==> src/design/hhr_div.sv <==
`timescale 1ns / 1ps
// ----------------------------------------------------------------------------
// hhr_div
// restoring divider, one quotient bit per cycle, 48-bit dividend / 33-bit span
// ----------------------------------------------------------------------------
module hhr_div (
  input  logic        clk,
  input  logic        rst_n,
  input  logic        go,
  input  logic [47:0] dividend,
  input  logic [32:0] divisor,
  output logic        done,
  output logic [16:0] quot
);
  logic [47:0] num_r, num_nxt;
  logic [33:0] rem_r, rem_nxt;
  logic [47:0] q_r, q_nxt;
  logic [5:0]  cnt_r, cnt_nxt;
  logic        busy_r, busy_nxt;
  logic [33:0] trial;

  always_comb begin
    num_nxt  = num_r;
    rem_nxt  = rem_r;
    q_nxt    = q_r;
    cnt_nxt  = cnt_r;
    busy_nxt = busy_r;
    trial    = {rem_r[32:0], num_r[47]};
    if (go) begin
      num_nxt  = dividend;
      rem_nxt  = '0;
      q_nxt    = '0;
      cnt_nxt  = 6'd48;
      busy_nxt = 1'b1;
    end else if (busy_r) begin
      num_nxt = {num_r[46:0], 1'b0};
      if (trial >= {1'b0, divisor}) begin
        rem_nxt = trial - {1'b0, divisor};
        q_nxt   = {q_r[46:0], 1'b1};
      end else begin
        rem_nxt = trial;
        q_nxt   = {q_r[46:0], 1'b0};
      end
      cnt_nxt = cnt_r - 6'd1;
      if (cnt_r == 6'd1) busy_nxt = 1'b0;
    end
  end

  always_ff @(posedge clk) begin
    if (!rst_n) begin
      busy_r <= 1'b0;
      cnt_r  <= '0;
    end else begin
      busy_r <= busy_nxt;
      cnt_r  <= cnt_nxt;
    end
    num_r <= num_nxt;
    rem_r <= rem_nxt;
    q_r   <= q_nxt;
  end

  assign done = busy_r && (cnt_r == 6'd1);
  assign quot = q_nxt[16:0];
endmodule

==> config.mk <==
export PLATFORM = sky130hd
export DESIGN_NAME = hhr_div
export DESIGN_NICKNAME = d
export VERILOG_FILES = /design/src/design/hhr_div.sv
export SDC_FILE = /design/constraint.sdc
export NUM_CORES = 1
export LEC_CHECK = 0
export BUFFER_PORTS_ARGS = -buffer_cell sky130_fd_sc_hd__buf_2
export CAP_MARGIN = 20
export CELL_PAD_IN_SITES_DETAIL_PLACEMENT = 1
export CELL_PAD_IN_SITES_GLOBAL_PLACEMENT = 2
export CORE_UTILIZATION = 30
export CTS_CLUSTER_SIZE = 10
export DETAILED_ROUTE_END_ITERATION = 16
export PLACE_DENSITY = 0.65
export SLEW_MARGIN = 20
export SYNTH_ARGS = -nofsm -noshare
export SYNTH_HDL_FRONTEND = slang
export SYNTH_SLANG_ARGS = --single-unit
==> constraint.sdc <==
create_clock -name clk -period 7.7 [get_ports clk]
set_input_delay 1.155 -clock clk [delete_from_list [all_inputs] [get_ports clk]]
set_output_delay 1.155 -clock clk [all_outputs]
set_load 0.03 [all_outputs]
==> impl_metrics.csv <==
group,metric,value,unit
power_and_ir_drop,leakagePower,3.12,nW
global_routing,overflow,0,
critical_path,crit_path_end_kind,"primary output",
critical_path,slowest_delay,0.41,ns
drt,ant_nets,0,
placed_design,pre_cts_ws,3.15,ns
final_layout,diodes,0,
floorplan,coreArea,21100,sq um
synth,yosysSeqAreaShare,40.0,%
timing,slew_headroom,33.7,%
critical_path,cp_cell_sequence,"buf_2 -> ha_1 -> inv_1 -> fa_1 -> a21o_1 -> nand4_2 -> a32oi_4 -> o211ai_4 -> a21oi_4 -> a21o_2 -> mux2i_1 -> nor2_1 -> buf_2",
synth,synthCells,640,
final_layout,design_area,7480,sq um
drt,drc,0,
cts,cts_tree,"done",
timing,skew,0.0107,ns
status,outcome,"completed",
critical_path,critPathMostFrequentCell,"buf_2",
global_routing,grt_pass1_vias,5330,
drt,vias,4889,
timing,finalHoldViolCount,0,
cts,post_cts_resized,0,
critical_path,critPathArrivalTime,3.34,ns
cts,cts_setup_buffers,0,
timing,fin_crit,4.50,ns
cts,hold_buffers,0,
run,cap_violations,0,
critical_path,crit_path_top_delay_cell,"fa_1",
critical_path,required,6.55,ns
power_and_ir_drop,power_density,203,nW/um^2
floorplan,die_area,22100,sq um
floorplan,start_util,30.6,%
hold_path,min_path_type,"reg -> reg",
drt,drt-total-wl,16.2,mm
timing,setup_violations,0,
critical_path,crit_type,"in -> out",
cts,clkTransAtPathRegs,0.08,ns
final_layout,nFillCells,2429,
placed_design,io_buffer_count,101,
synth,yosysWarnings,0,
critical_path,crit_path_start_kind,"input port",
floorplan,rows,53,
synth,synth-edff-count,48,
cts,ctsHtreeMaxLevel,3,
synth,ys.flop_type,"dfxtp_1",
final_layout,mostFrequentLayoutCell,"buf_2",
critical_path,path_max_fanout,5,
global_routing,antenna_found_initial,0,
synth,postSynthNetCount,760,
cts,cts_buffers,9,
global_routing,gr-usage-all-layers,15.4,%
final_layout,finalNonFillerCells,1002,
cts,cts.sinks,105,
final_layout,areaGrowthSynthToFinish,15.8,%
placed_design,gp_congestion,0.815,
final_layout,design.final.nets,842,
drt,viasPerCell,4.88,
final_layout,final_cell_mix,"buf_2 (100), nor2_1 (60), dfxtp_1 (56), inv_1 (48), edfxtp_1 (48)",
timing,tightest_slew,0.993,ns
timing,slew_viol_final,0,
power_and_ir_drop,vdd_drop_max,0.114,mV
timing,timing.final.ws_setup,3.21,ns
placed_design,placed_area,7130,sq um
timing,fmax,222,MHz
drt,routedWlPerCell,16.1,um
critical_path,r2r_slack,4.53,ns
global_routing,grt_first_pass_wirelength,26.8,mm
final_layout,drive_gt1_share,27.2,%
synth,synth_area,6460,sq um
placed_design,dp_hpwl,11.8,mm
synth,ys_ff_latch,105,
timing,setup_tns,0,ns
synth,yosysUniqueCellTypes,71,
placed_design,dp.cells,985,
floorplan,die_h,149,um
synth,async_flop_share,0,%
synth,syn_avg_cell_area,10.1,sq um
floorplan,ios,102,
drt,drtPass1Iterations,4,
drt,drt_iter0_drc,174,
cts,clock_path_buffers,2,
timing,rsz0062_at_grt,"false",
global_routing,grt_max_degree,86,
floorplan,die_w,149,um
cts,cts_root_buf,"clkbuf_16",
cts,clk_latency,0.36,ns
timing,period_share,58.4,%
cell families after synthesis:
group | after synthesis | share of synthesized area [%]
muxes | 87 | 14.5
xor gates and xnor gates | 34 | 4.61
DFF | 105 | 40.0
buffers and inverters | 83 | 6.01
AOI/OAI and AO/OA | 143 | 16.2
adders and majority gates | 36 | 7.09
and+or+nand+nor | 152 | 11.6
power by group:
part,switching (W),internal (W),leakage [nW]
sequential,0.0000226,0.000635,0.949
combinational,0.000206,0.000162,2.01
clock,0.000256,0.000238,0.155
per-layer routing:
layer | routed length [um] | track usage [%] | vias to the layer above
met5 | 0 | 0 | -
met4 | 240 | 4.59 | 0
met3 | 600 | 3.71 | 14
met2 | 8090 | 26.9 | 75
met1 | 7250 | 18.5 | 2337
li1 | - | - | 2463
worst max-delay path, delay by kind of cell:
family                   cells  cell delay [ns]
multiplexers                 1             0.14
AND/OR/NAND/NOR              2             0.19
AO/OA/AOI/OAI                5             0.95
buffers and inverters        3             0.33
adder cells (fa/ha/maj)      2             0.57
worst paths after layout:
path              startpoint        end  cells after the start
setup / recovery  divisor[0]    quot[0]                     13
hold / removal     rem_r[10]  rem_r[10]                      2
setup reg to reg   num_r[47]   rem_r[0]                     13
hold reg to reg    rem_r[10]  rem_r[10]                      2
through the flow:
stage                     utilization (%)  total power, W  hold WS, ns
after detailed placement             33.8         0.00104        0.486
after CTS                            35.3         0.00155        0.498
after floorplan                         -        0.000958        0.444
after global routing                 35.5         0.00161        0.526
after global placement               33.8         0.00103        0.479
final                                35.5         0.00152        0.496
flip-flops by register name (all words and copies together), names as in the netlist:
signal  cells
num_r      48
rem_r      33
q_r        17
cnt_r       6
busy_r      1
synth_stat cells, types with 8 or more instances:
| cell type | count | share of area (%) |
|---|---|---|
| o21ai_0 | 10 | 0.77 |
| mux2i_1 | 38 | 5.9 |
| o21ai_1 | 14 | 1.1 |
| nand2_1 | 36 | 2.1 |
| mux2_2 | 47 | 8.2 |
| clkbuf_1 | 18 | 1.0 |
| xor2_1 | 16 | 2.2 |
| nand2b_1 | 8 | 0.77 |
| ha_1 | 35 | 6.8 |
| inv_1 | 49 | 2.8 |
| edfxtp_1 | 48 | 22 |
| a211oi_1 | 24 | 2.8 |
| dfxtp_1 | 57 | 18 |
| a21oi_1 | 28 | 2.2 |
| nor2_1 | 60 | 3.5 |
| a21o_1 | 12 | 1.4 |
| xnor2_1 | 18 | 2.4 |
final cells by class:
cell class	count	area, sq um	share of cell area (%)
repair buffers	105	558	7.46
flip-flops and latches	105	2580	34.5
inverters	49	184	2.46
clock inverters	7	96.3	1.29
multi-input cells	452	3490	46.6
clock buffers	9	225	3.01
well taps	275	344	4.60
Note: power is estimated with default switching activity, not from simulation.
