--- config.mk ---
export PLATFORM = sky130hd
export DESIGN_NAME = hhr_lerp
export DESIGN_NICKNAME = d
export VERILOG_FILES = /design/src/design/hhr_lerp.sv
export SDC_FILE = /design/constraint.sdc
export NUM_CORES = 1
export LEC_CHECK = 0
export BUFFER_PORTS_ARGS = -buffer_cell sky130_fd_sc_hd__buf_2
export CAP_MARGIN = 20
export CORE_UTILIZATION = 25
export DETAILED_ROUTE_END_ITERATION = 8
export GPL_TIMING_DRIVEN = 0
export PLACE_DENSITY = 0.5
export SLEW_MARGIN = 20
export SYNTH_ARGS = -nofsm -noshare
export SYNTH_HDL_FRONTEND = slang
export SYNTH_SLANG_ARGS = --single-unit
--- constraint.sdc ---
create_clock -name clk -period 11.6 [get_ports clk]
set_input_delay 1.16 -clock clk [delete_from_list [all_inputs] [get_ports clk]]
set_output_delay 1.16 -clock clk [all_outputs]
set_load 0.005 [all_outputs]
--- src/design/hhr_lerp.sv ---
`timescale 1ns / 1ps
// ----------------------------------------------------------------------------
// hhr_lerp
// registered a + floor((b - a) * frac / 65536), floor toward minus infinity
// ----------------------------------------------------------------------------
module hhr_lerp (
  input  logic               clk,
  input  logic signed [24:0] a,
  input  logic signed [24:0] b,
  input  logic [16:0]        frac,
  output logic signed [24:0] res
);
  logic signed [25:0] diff;
  logic signed [43:0] prod_r;
  logic signed [24:0] a_r;
  logic signed [43:0] q;

  assign diff = 26'(b) - 26'(a);
  assign q    = prod_r >>> 16;

  always_ff @(posedge clk) begin
    prod_r <= 44'(diff) * $signed({27'd0, frac});
    a_r    <= a;
  end

  assign res = 25'(44'(a_r) + q);
endmodule

==> results.ini, run 1 <==
[yosys]
synth.net_count = 2860
synth.avg_cell_area_um2 = 8.65
ys_ff_latch = 50
yosysTopAreaCell = fa_1
ys_top_cells_by_area = fa_1 (43%), inv_1 (10%), ha_1 (9.4%), nand2_1 (5.2%), dfxtp_1 (5.2%)
ys_dominant_reg_cell = dfxtp_1
synth_sequential_area_ratio = 0.0517
count_of_synthesis_stage_warnings_from_yosys = 0
synth.distinct_cells = 71
synth-async-reset-ratio = 0
synth_cells = 2236
count_of_flip_flops_with_a_built_in_enable_after_synthesis = 0
mappedNetlistArea_um2 = 19300
post-synth-top-area-fraction = 0.425

[cts]
path_clk_slew_ps = 70
tritoncts = built
clk_path_buf_depth = 2
clock_sinks = 50
numCtsBuffers = 5
ctsHtreeMaxLevel = 2
clock-root-buffer = clkbuf_16
post_cts_hold_buffer_count = 0

[layout]
final_common_cell = inv_1
layout.nets = 2960
final_cell_mix = inv_1 (534), fa_1 (411), nand2_1 (267), and2_1 (156), ha_1 (145)
fraction_of_final_layout_cells_sized_beyond_drive_strength_1 = 0.0565
antenna-diode-count = 0
final_util = 0.279
areaGrowthSynthToFinish_pct = 10.1

[floorplanning]
core_area_um2 = 76200
die_w_um = 280
initial_standard_cell_utilization_of_the_core = 0.254
std_cell_rows = 101
die_h_um = 280
boundaryPins = 93
die_area_um2 = 78500

[timing]
worst_slew_margin_rel = 0.213
final_period_util = 0.933
clock.fmax_mhz = 92.4
period_minus_ws_final_ps = 10820
timing.final.setup_violations = 0
finalSetupTns_ps = 0
timing_worst_slew_pin_value_ps = 1170
grt_setup_unrepaired = no
slew_viol_final = 0
hold_violations = 0

[global_route]
first_global_vias = 15839
number_of_antenna_violations_at_the_first_check_in_global_routing = 3
global_route_wire_length_before_repair_um = 93300
gr_util_all_layers = 0.158
grt_max_degree = 16
grt.overflow.total = 0

[setup_path]
crit_path_frequent_cell = fa_1
worst_setup_path_startpoint = a[0]
arrival_ps = 11010
crit_fanout = 10
critPathSlowestCell = a211oi_1
start_kind = input pin
critPathRequiredTime_ps = 11790
cpPeakStageDelay_ps = 730
setup.worst_path.class = in -> reg
endpoint_kind = flop

[drt]
via_per_inst = 4.57
detailedRoute.firstIterationViolations = 1099
postRouteWirelength_um = 60100
total_number_of_vias = 15391
highest_layer = met5
drc = 0
routedLengthMet1_um = 26800
route.met2.wl_um = 27300
wl_met3_um = 4450
drt.antenna.violating_nets = 0
wire_per_inst_um = 17.9
drt_pre_antenna_iters = 5

[placement]
dp_hpwl_um = 51600
routabilityCongestion = 0.903
placement.io_buffers = 92

[min_path]
worstHoldStart = a[17]
min_path_type = in -> reg

[job]
max-cap-violations = 0

[outcome]
outcome = completed

cell families (layout without fill, tap and decap cells):
family	Yosys count	in the layout	share of synthesized area
compound gates	222	222	0.0807
fa+ha+maj	556	556	0.519
simple gates	682	682	0.183
flops	50	50	0.0517
xor+xnor	64	64	0.0297
mux	19	19	0.0103
buf+inv	643	744	0.125
area by class of cell:
| class | count | area, µm² |
|---|---|---|
| inverters | 535 | 2010 |
| flip-flops and latches | 50 | 1000 |
| repair buffers | 93 | 468 |
| multi-input cells | 1543 | 15900 |
| well taps | 1030 | 1290 |
| clock buffers | 6 | 129 |
| fillers | 8322 | 54900 |
| plain buffers | 108 | 413 |
| clock inverters | 2 | 37.5 |
flip-flops by register name (all words and copies together) (netlist names):
| name | flops |
|---|---|
| a_r | 25 |
| prod_r | 25 |
Yosys cell counts, types with 4 or more instances:
library cell  instances
nor3_1               36
clkbuf_1            103
xor2_1               20
or3b_2                4
nor3b_1              16
nor2b_1              32
xnor2_1              43
nand2_1             267
a21o_1               16
a2111o_1              4
ha_1                145
a311oi_1             11
o211ai_1              4
inv_1               534
nor2_1               43
or2_2                 4
mux2i_1              11
dfxtp_1              50
nand2b_1             29
a21oi_1              53
nand3_1              25
o311ai_0             14
nand3b_1              4
nor4_1                4
o21ai_0              31
a31oi_1              12
a211oi_1             15
fa_1                411
o31ai_1              10
and2_1              156
nor4b_1              35
or3_1                 4
mux2_2                7
and3_1               17
o21a_1               10
worst max-delay path: cells and delay by family:
kind	cells	cell delay, ps
buffers and inverters	6	900
and+or+nand+nor	5	1050
adders and majority gates	9	4130
AOI/OAI and AO/OA	13	3750
stage by stage:
stage	hold slack [ps]	std cells	instance area, µm²	setup WS (ps)
after global routing	955	3367	21300	281
after detailed placement	1280	3359	21100	228
after CTS	959	3367	21300	521
after global placement	1280	3358	21100	236
final	970	3367	21300	780
after floorplan	1190	2236	19300	2550
worst paths after layout:
kind	end	slack, ps	cells after the start
worst min-delay path	a_r[17]$_DFF_P_	970	1
worst max-delay path	prod_r[35]$_DFF_P_	780	33
per-layer routing:
metal / global-route usage / up-vias
met5: 0 / -
met4: 0.0391 / 2
met3: 0.0326 / 89
met2: 0.252 / 475
met1: 0.217 / 7782
li1: - / 7043
repair_timing:
action | CTS | global route
resized for setup | 0 | 3
endpoints found under the setup margin | 0 | 5
buffers inserted | 0 | 0
Power of run 1 is left out: the tool's default activity adds up to more than one toggle a clock period on the data nets, which glitch-free logic cannot reach.
==> run 2: changes to the inputs <==
- BUFFER_PORTS_ARGS: -buffer_cell sky130_fd_sc_hd__buf_2 -> -buffer_cell sky130_fd_sc_hd__buf_4
==> results.ini, run 2 (synthesis results as in run 1) <==
[drt]
total_number_of_vias = 15242
postRouteWirelength_um = 59700
detailedRoute.firstIterationViolations = 1113
drt_pre_antenna_iters = 5
via_per_inst = 4.52
drc = 0
drt.antenna.violating_nets = 0
wire_per_inst_um = 17.7

[cts]
clock-root-buffer = clkbuf_16
clock_sinks = 50
post_cts_hold_buffer_count = 0
path_clk_slew_ps = 70
ctsHtreeMaxLevel = 2
numCtsBuffers = 5
tritoncts = built
cts.repair_timing.setup_buffer_count = 0
clk_path_buf_depth = 2

[setup_path]
arrival_ps = 10960
crit_fanout = 10
critPathSlowestCell = a211oi_1
setup.worst_path.class = in -> reg
cpPeakStageDelay_ps = 700
critPathRequiredTime_ps = 11780
endpoint_kind = flop
crit_path_frequent_cell = fa_1
start_kind = input pin

[global_route]
number_of_antenna_violations_at_the_first_check_in_global_routing = 5
global_route_wire_length_before_repair_um = 92800
first_global_vias = 15535
grt.overflow.total = 0
grt_max_degree = 16
gr_util_all_layers = 0.157

[job]
max-cap-violations = 0

[layout]
areaGrowthSynthToFinish_pct = 11.4
num-fill-cells = 8256
layout.nets = 2962
layout.cells.non_filler = 3371
fraction_of_final_layout_cells_sized_beyond_drive_strength_1 = 0.0573
final_common_cell = inv_1
final_cell_mix = inv_1 (534), fa_1 (411), nand2_1 (267), and2_1 (156), ha_1 (145)
largestRegisters = a_r: 25 flops, prod_r: 25 flops

[timing]
hold_violations = 0
timing_worst_slew_pin_value_ps = 1110
period_minus_ws_final_ps = 10780
slew_viol_final = 0
worst_slew_margin_rel = 0.255
final_period_util = 0.929
finalSetupTns_ps = 0
timing.final.setup_violations = 0
clock.fmax_mhz = 92.8
grt_setup_unrepaired = no

[placement]
placed_cells_incl_taps = 3360
placement.io_buffers = 92
routabilityCongestion = 0.896
dp_hpwl_um = 51200

[outcome]
outcome = completed

[floorplanning]
die_area_um2 = 78500
std_cell_rows = 101
core_area_um2 = 76200
die_w_um = 280
boundaryPins = 93
initial_standard_cell_utilization_of_the_core = 0.254
die_h_um = 280

[min_path]
min_path_type = in -> reg

## run 2: changes by cell type in the layout (fill, tap and decap cells not counted)
| cell | before | now |
|---|---|---|
| o311ai_1 | 2 | 1 |
| diode_2 | 0 | 2 |
| a2111oi_2 | 1 | 0 |
| clkbuf_4 | 0 | 1 |
| xor2_2 | 0 | 1 |
| a2111oi_1 | 0 | 1 |
| buf_4 | 2 | 95 |
| xor2_1 | 20 | 19 |
| o311ai_0 | 13 | 14 |
| buf_2 | 95 | 3 |
## run 2: metal layers
metal,wire (µm),global-route usage,vias up
li1,-,-,7041
met1,27000,0.224,7695
met2,27900,0.257,455
met3,4130,0.0190,49
met4,754,0.0195,2
met5,7,0,-
## run 2: what timing repair did
action | CTS | global route
endpoints found under the hold margin | 0 | 0
gates resized for setup | 0 | 3
endpoints found under the setup margin | 0 | 4
## run 2: worst paths after layout
| kind | from | cells past startpoint | end |
|---|---|---|---|
| max | a[0] | 33 | prod_r[35]$_DFF_P_ |
| min | a[17] | 1 | a_r[17]$_DFF_P_ |
## run 2: stage by stage
step           hold WS [ps]   util  instance area (µm²)  setup WS [ps]
2_1_floorplan          1190      -                19300           2550
3_3_place_gp           1280  0.280                21300            149
3_5_place_dp           1280  0.280                21300            184
4_1_cts                 950  0.282                21500            502
5_1_grt                 945  0.283                21500            304
6_report                963  0.283                21500            825
## run 2: area by class of cell
cell class / instances / area [µm²] / share of cell area
Multi-Input combinational cell: 1543 / 16000 / 0.740
Inverter: 535 / 2010 / 0.0932
Tap cell: 1030 / 1290 / 0.0598
Sequential cell: 50 / 1000 / 0.0465
Timing Repair Buffer: 95 / 713 / 0.0331
Buffer: 108 / 413 / 0.0192
Clock buffer: 6 / 129 / 0.00598
Clock inverter: 2 / 37.5 / 0.00174
Antenna cell: 2 / 5.00 / 0.000232
## run 2: worst max-delay path, delay by kind of cell
| family | cells | cell delay [ps] |
|---|---|---|
| AOI/OAI and AO/OA | 13 | 3680 |
| adders and majority gates | 9 | 4100 |
| buffers and inverters | 6 | 900 |
| and+or+nand+nor | 5 | 1090 |
Power of run 2 is left out for the same reason.
==> run 3: changes to the inputs <==
- ABC_AREA: not set -> 1
- CORE_MARGIN: not set -> 1
- CTS_BUF_LIST: not set -> sky130_fd_sc_hd__clkbuf_16
==> results.ini, run 3 <==
[layout]
final_util = 0.279
final_common_cell = inv_1
layout.nets = 3182
final_cell_mix = inv_1 (657), fa_1 (411), nand2_1 (399), nor2_1 (306), ha_1 (145)
multi_input_logic_area_um2 = 15400
fraction_of_final_layout_cells_sized_beyond_drive_strength_1 = 0.0649
seq_cell_area_um2 = 1000
areaGrowthSynthToFinish_pct = 10.8
antenna-diode-count = 0
num-fill-cells = 8465
largestRegisters = a_r: 25 flops, prod_r: 25 flops
layout.cells.non_filler = 3537

[drt]
drt_pre_antenna_iters = 8
drt.antenna.violating_nets = 0
detailedRoute.firstIterationViolations = 912
wire_per_inst_um = 18.1
postRouteWirelength_um = 64000
drc = 0
via_per_inst = 4.46
total_number_of_vias = 15769

[cts]
clock-root-buffer = clkbuf_16
ctsHtreeMaxLevel = 2
path_clk_slew_ps = 70
post_cts_hold_buffer_count = 0
clock_sinks = 50
cts.repair_timing.setup_buffer_count = 0
cts-resized-gates = 0
numCtsBuffers = 5
tritoncts = built
clk_path_buf_depth = 2

[floorplanning]
initial_standard_cell_utilization_of_the_core = 0.252
std_cell_rows = 101
core_area_um2 = 75800
die_area_um2 = 77600
boundaryPins = 93
die_h_um = 279
die_w_um = 279

[min_path]
worstHoldStart = a[16]
min_path_type = in -> reg
worst_hold_path.num_cells = 1
whs_endpoint = a_r[16]$_DFF_P_

[global_route]
grt.overflow.total = 0
global_route_wire_length_before_repair_um = 99000
number_of_antenna_violations_at_the_first_check_in_global_routing = 0
grt_max_degree = 17
first_global_vias = 16878
gr_util_all_layers = 0.169

[yosys]
ys_top_cells_by_area = fa_1 (43%), inv_1 (13%), ha_1 (9.5%), nand2_1 (7.8%), nor2_1 (6.0%)
synth-async-reset-ratio = 0
count_of_flip_flops_with_a_built_in_enable_after_synthesis = 0
synth.top_cells.by_count = inv_1 (657), fa_1 (411), nand2_1 (399)
post-synth-top-area-fraction = 0.430
synth.avg_cell_area_um2 = 7.77
synth.net_count = 3086
mappedNetlistArea_um2 = 19100
synth_sequential_area_ratio = 0.0524
count_of_synthesis_stage_warnings_from_yosys = 0
synth_cells = 2462
synth.distinct_cells = 45
yosysMostFrequentCell = inv_1
ys_ff_latch = 50
ys_dominant_reg_cell = dfxtp_1
yosysTopAreaCell = fa_1

[placement]
routabilityCongestion = 0.952
placed_cells_incl_taps = 3529
dp_slack_ps = 1640
placement.io_buffers = 88
dp_hpwl_um = 56100

[timing]
slew_viol_final = 0
clock.fmax_mhz = 103
finalSetupTns_ps = 0
period_minus_ws_final_ps = 9720
timing.final.setup_violations = 0
worst_slew_margin_rel = 0.220
timing.final.ws_setup_ps = 1880
timing_worst_slew_pin_value_ps = 1160
final_period_util = 0.838
hold_violations = 0
grt_setup_unrepaired = no

[outcome]
outcome = completed

[setup_path]
setup.worst_path.class = in -> reg
critPathSlowestCell = fa_1
arrival_ps = 9890
crit_fanout = 9
start_kind = input pin
critPathRequiredTime_ps = 11770
endpoint_kind = flop
cpPeakStageDelay_ps = 840

[job]
max-cap-violations = 0

run 3: cell types whose count changed after synthesis, sizes merged, moves of 56 or more:
cell,delta
and2,-155
clkbuf,-56
inv,+124
nand2,+141
nand3,+83
nor2,+264
run 3: how the worst max path moves through the flow:
| stage | from | end | slack, ps | cells past startpoint |
|---|---|---|---|---|
| CTS | a[8] | prod_r[40]$_DFF_P_ | 1960 | 33 |
| global route | a[2] | prod_r[40]$_DFF_P_ | 1390 | 35 |
| detailed placement | a[8] | prod_r[40]$_DFF_P_ | 1640 | 33 |
| finish | a[8] | prod_r[40]$_DFF_P_ | 1880 | 33 |
| floorplan | b[0] | prod_r[26]$_DFF_P_ | 4020 | 35 |
| global placement | a[8] | prod_r[40]$_DFF_P_ | 1610 | 33 |
run 3: through the flow:
stage	hold WS, ps	cell area, µm²
after detailed placement	1280	21000
after global routing	961	21200
after CTS	961	21200
final	971	21200
after global placement	1280	21000
after floorplan	1190	19100
run 3: per-layer routing:
layer,vias up,track usage,wire (µm)
met3,77,0.0226,3630
li1,7402,-,-
met2,408,0.292,30500
met1,7882,0.222,28400
met5,-,0,0
met4,0,0.0372,1550
run 3: final cells by class:
class / count / share of cell area
inverters: 664 / 0.118
plain buffers: 61 / 0.0136
clock inverters: 3 / 0.000945
well taps: 978 / 0.0578
multi-input cells: 1687 / 0.725
clock buffers: 5 / 0.00591
repair buffers: 89 / 0.0317
flip-flops and latches: 50 / 0.0473
run 3: critical path: cells and delay by family:
| family | cells | cell delay, ps |
|---|---|---|
| adder cells (fa/ha/maj) | 7 | 3930 |
| AO/OA/AOI/OAI | 6 | 2290 |
| AND/OR/NAND/NOR | 11 | 1360 |
| buffers and inverters | 9 | 1120 |
run 3: kinds of logic (layout without fill, tap and decap cells):
kind of cell               count (synthesis)  in the layout  share of synthesized area
buffers and inverters                    725            822                      0.145
AOI/OAI and AO/OA                        177            177                     0.0541
xor gates and xnor gates                  63             63                     0.0296
and+or+nand+nor                          891            891                      0.193
adders and majority gates                556            556                      0.525
DFF                                       50             50                     0.0524
Power of run 3 is left out for the same reason.
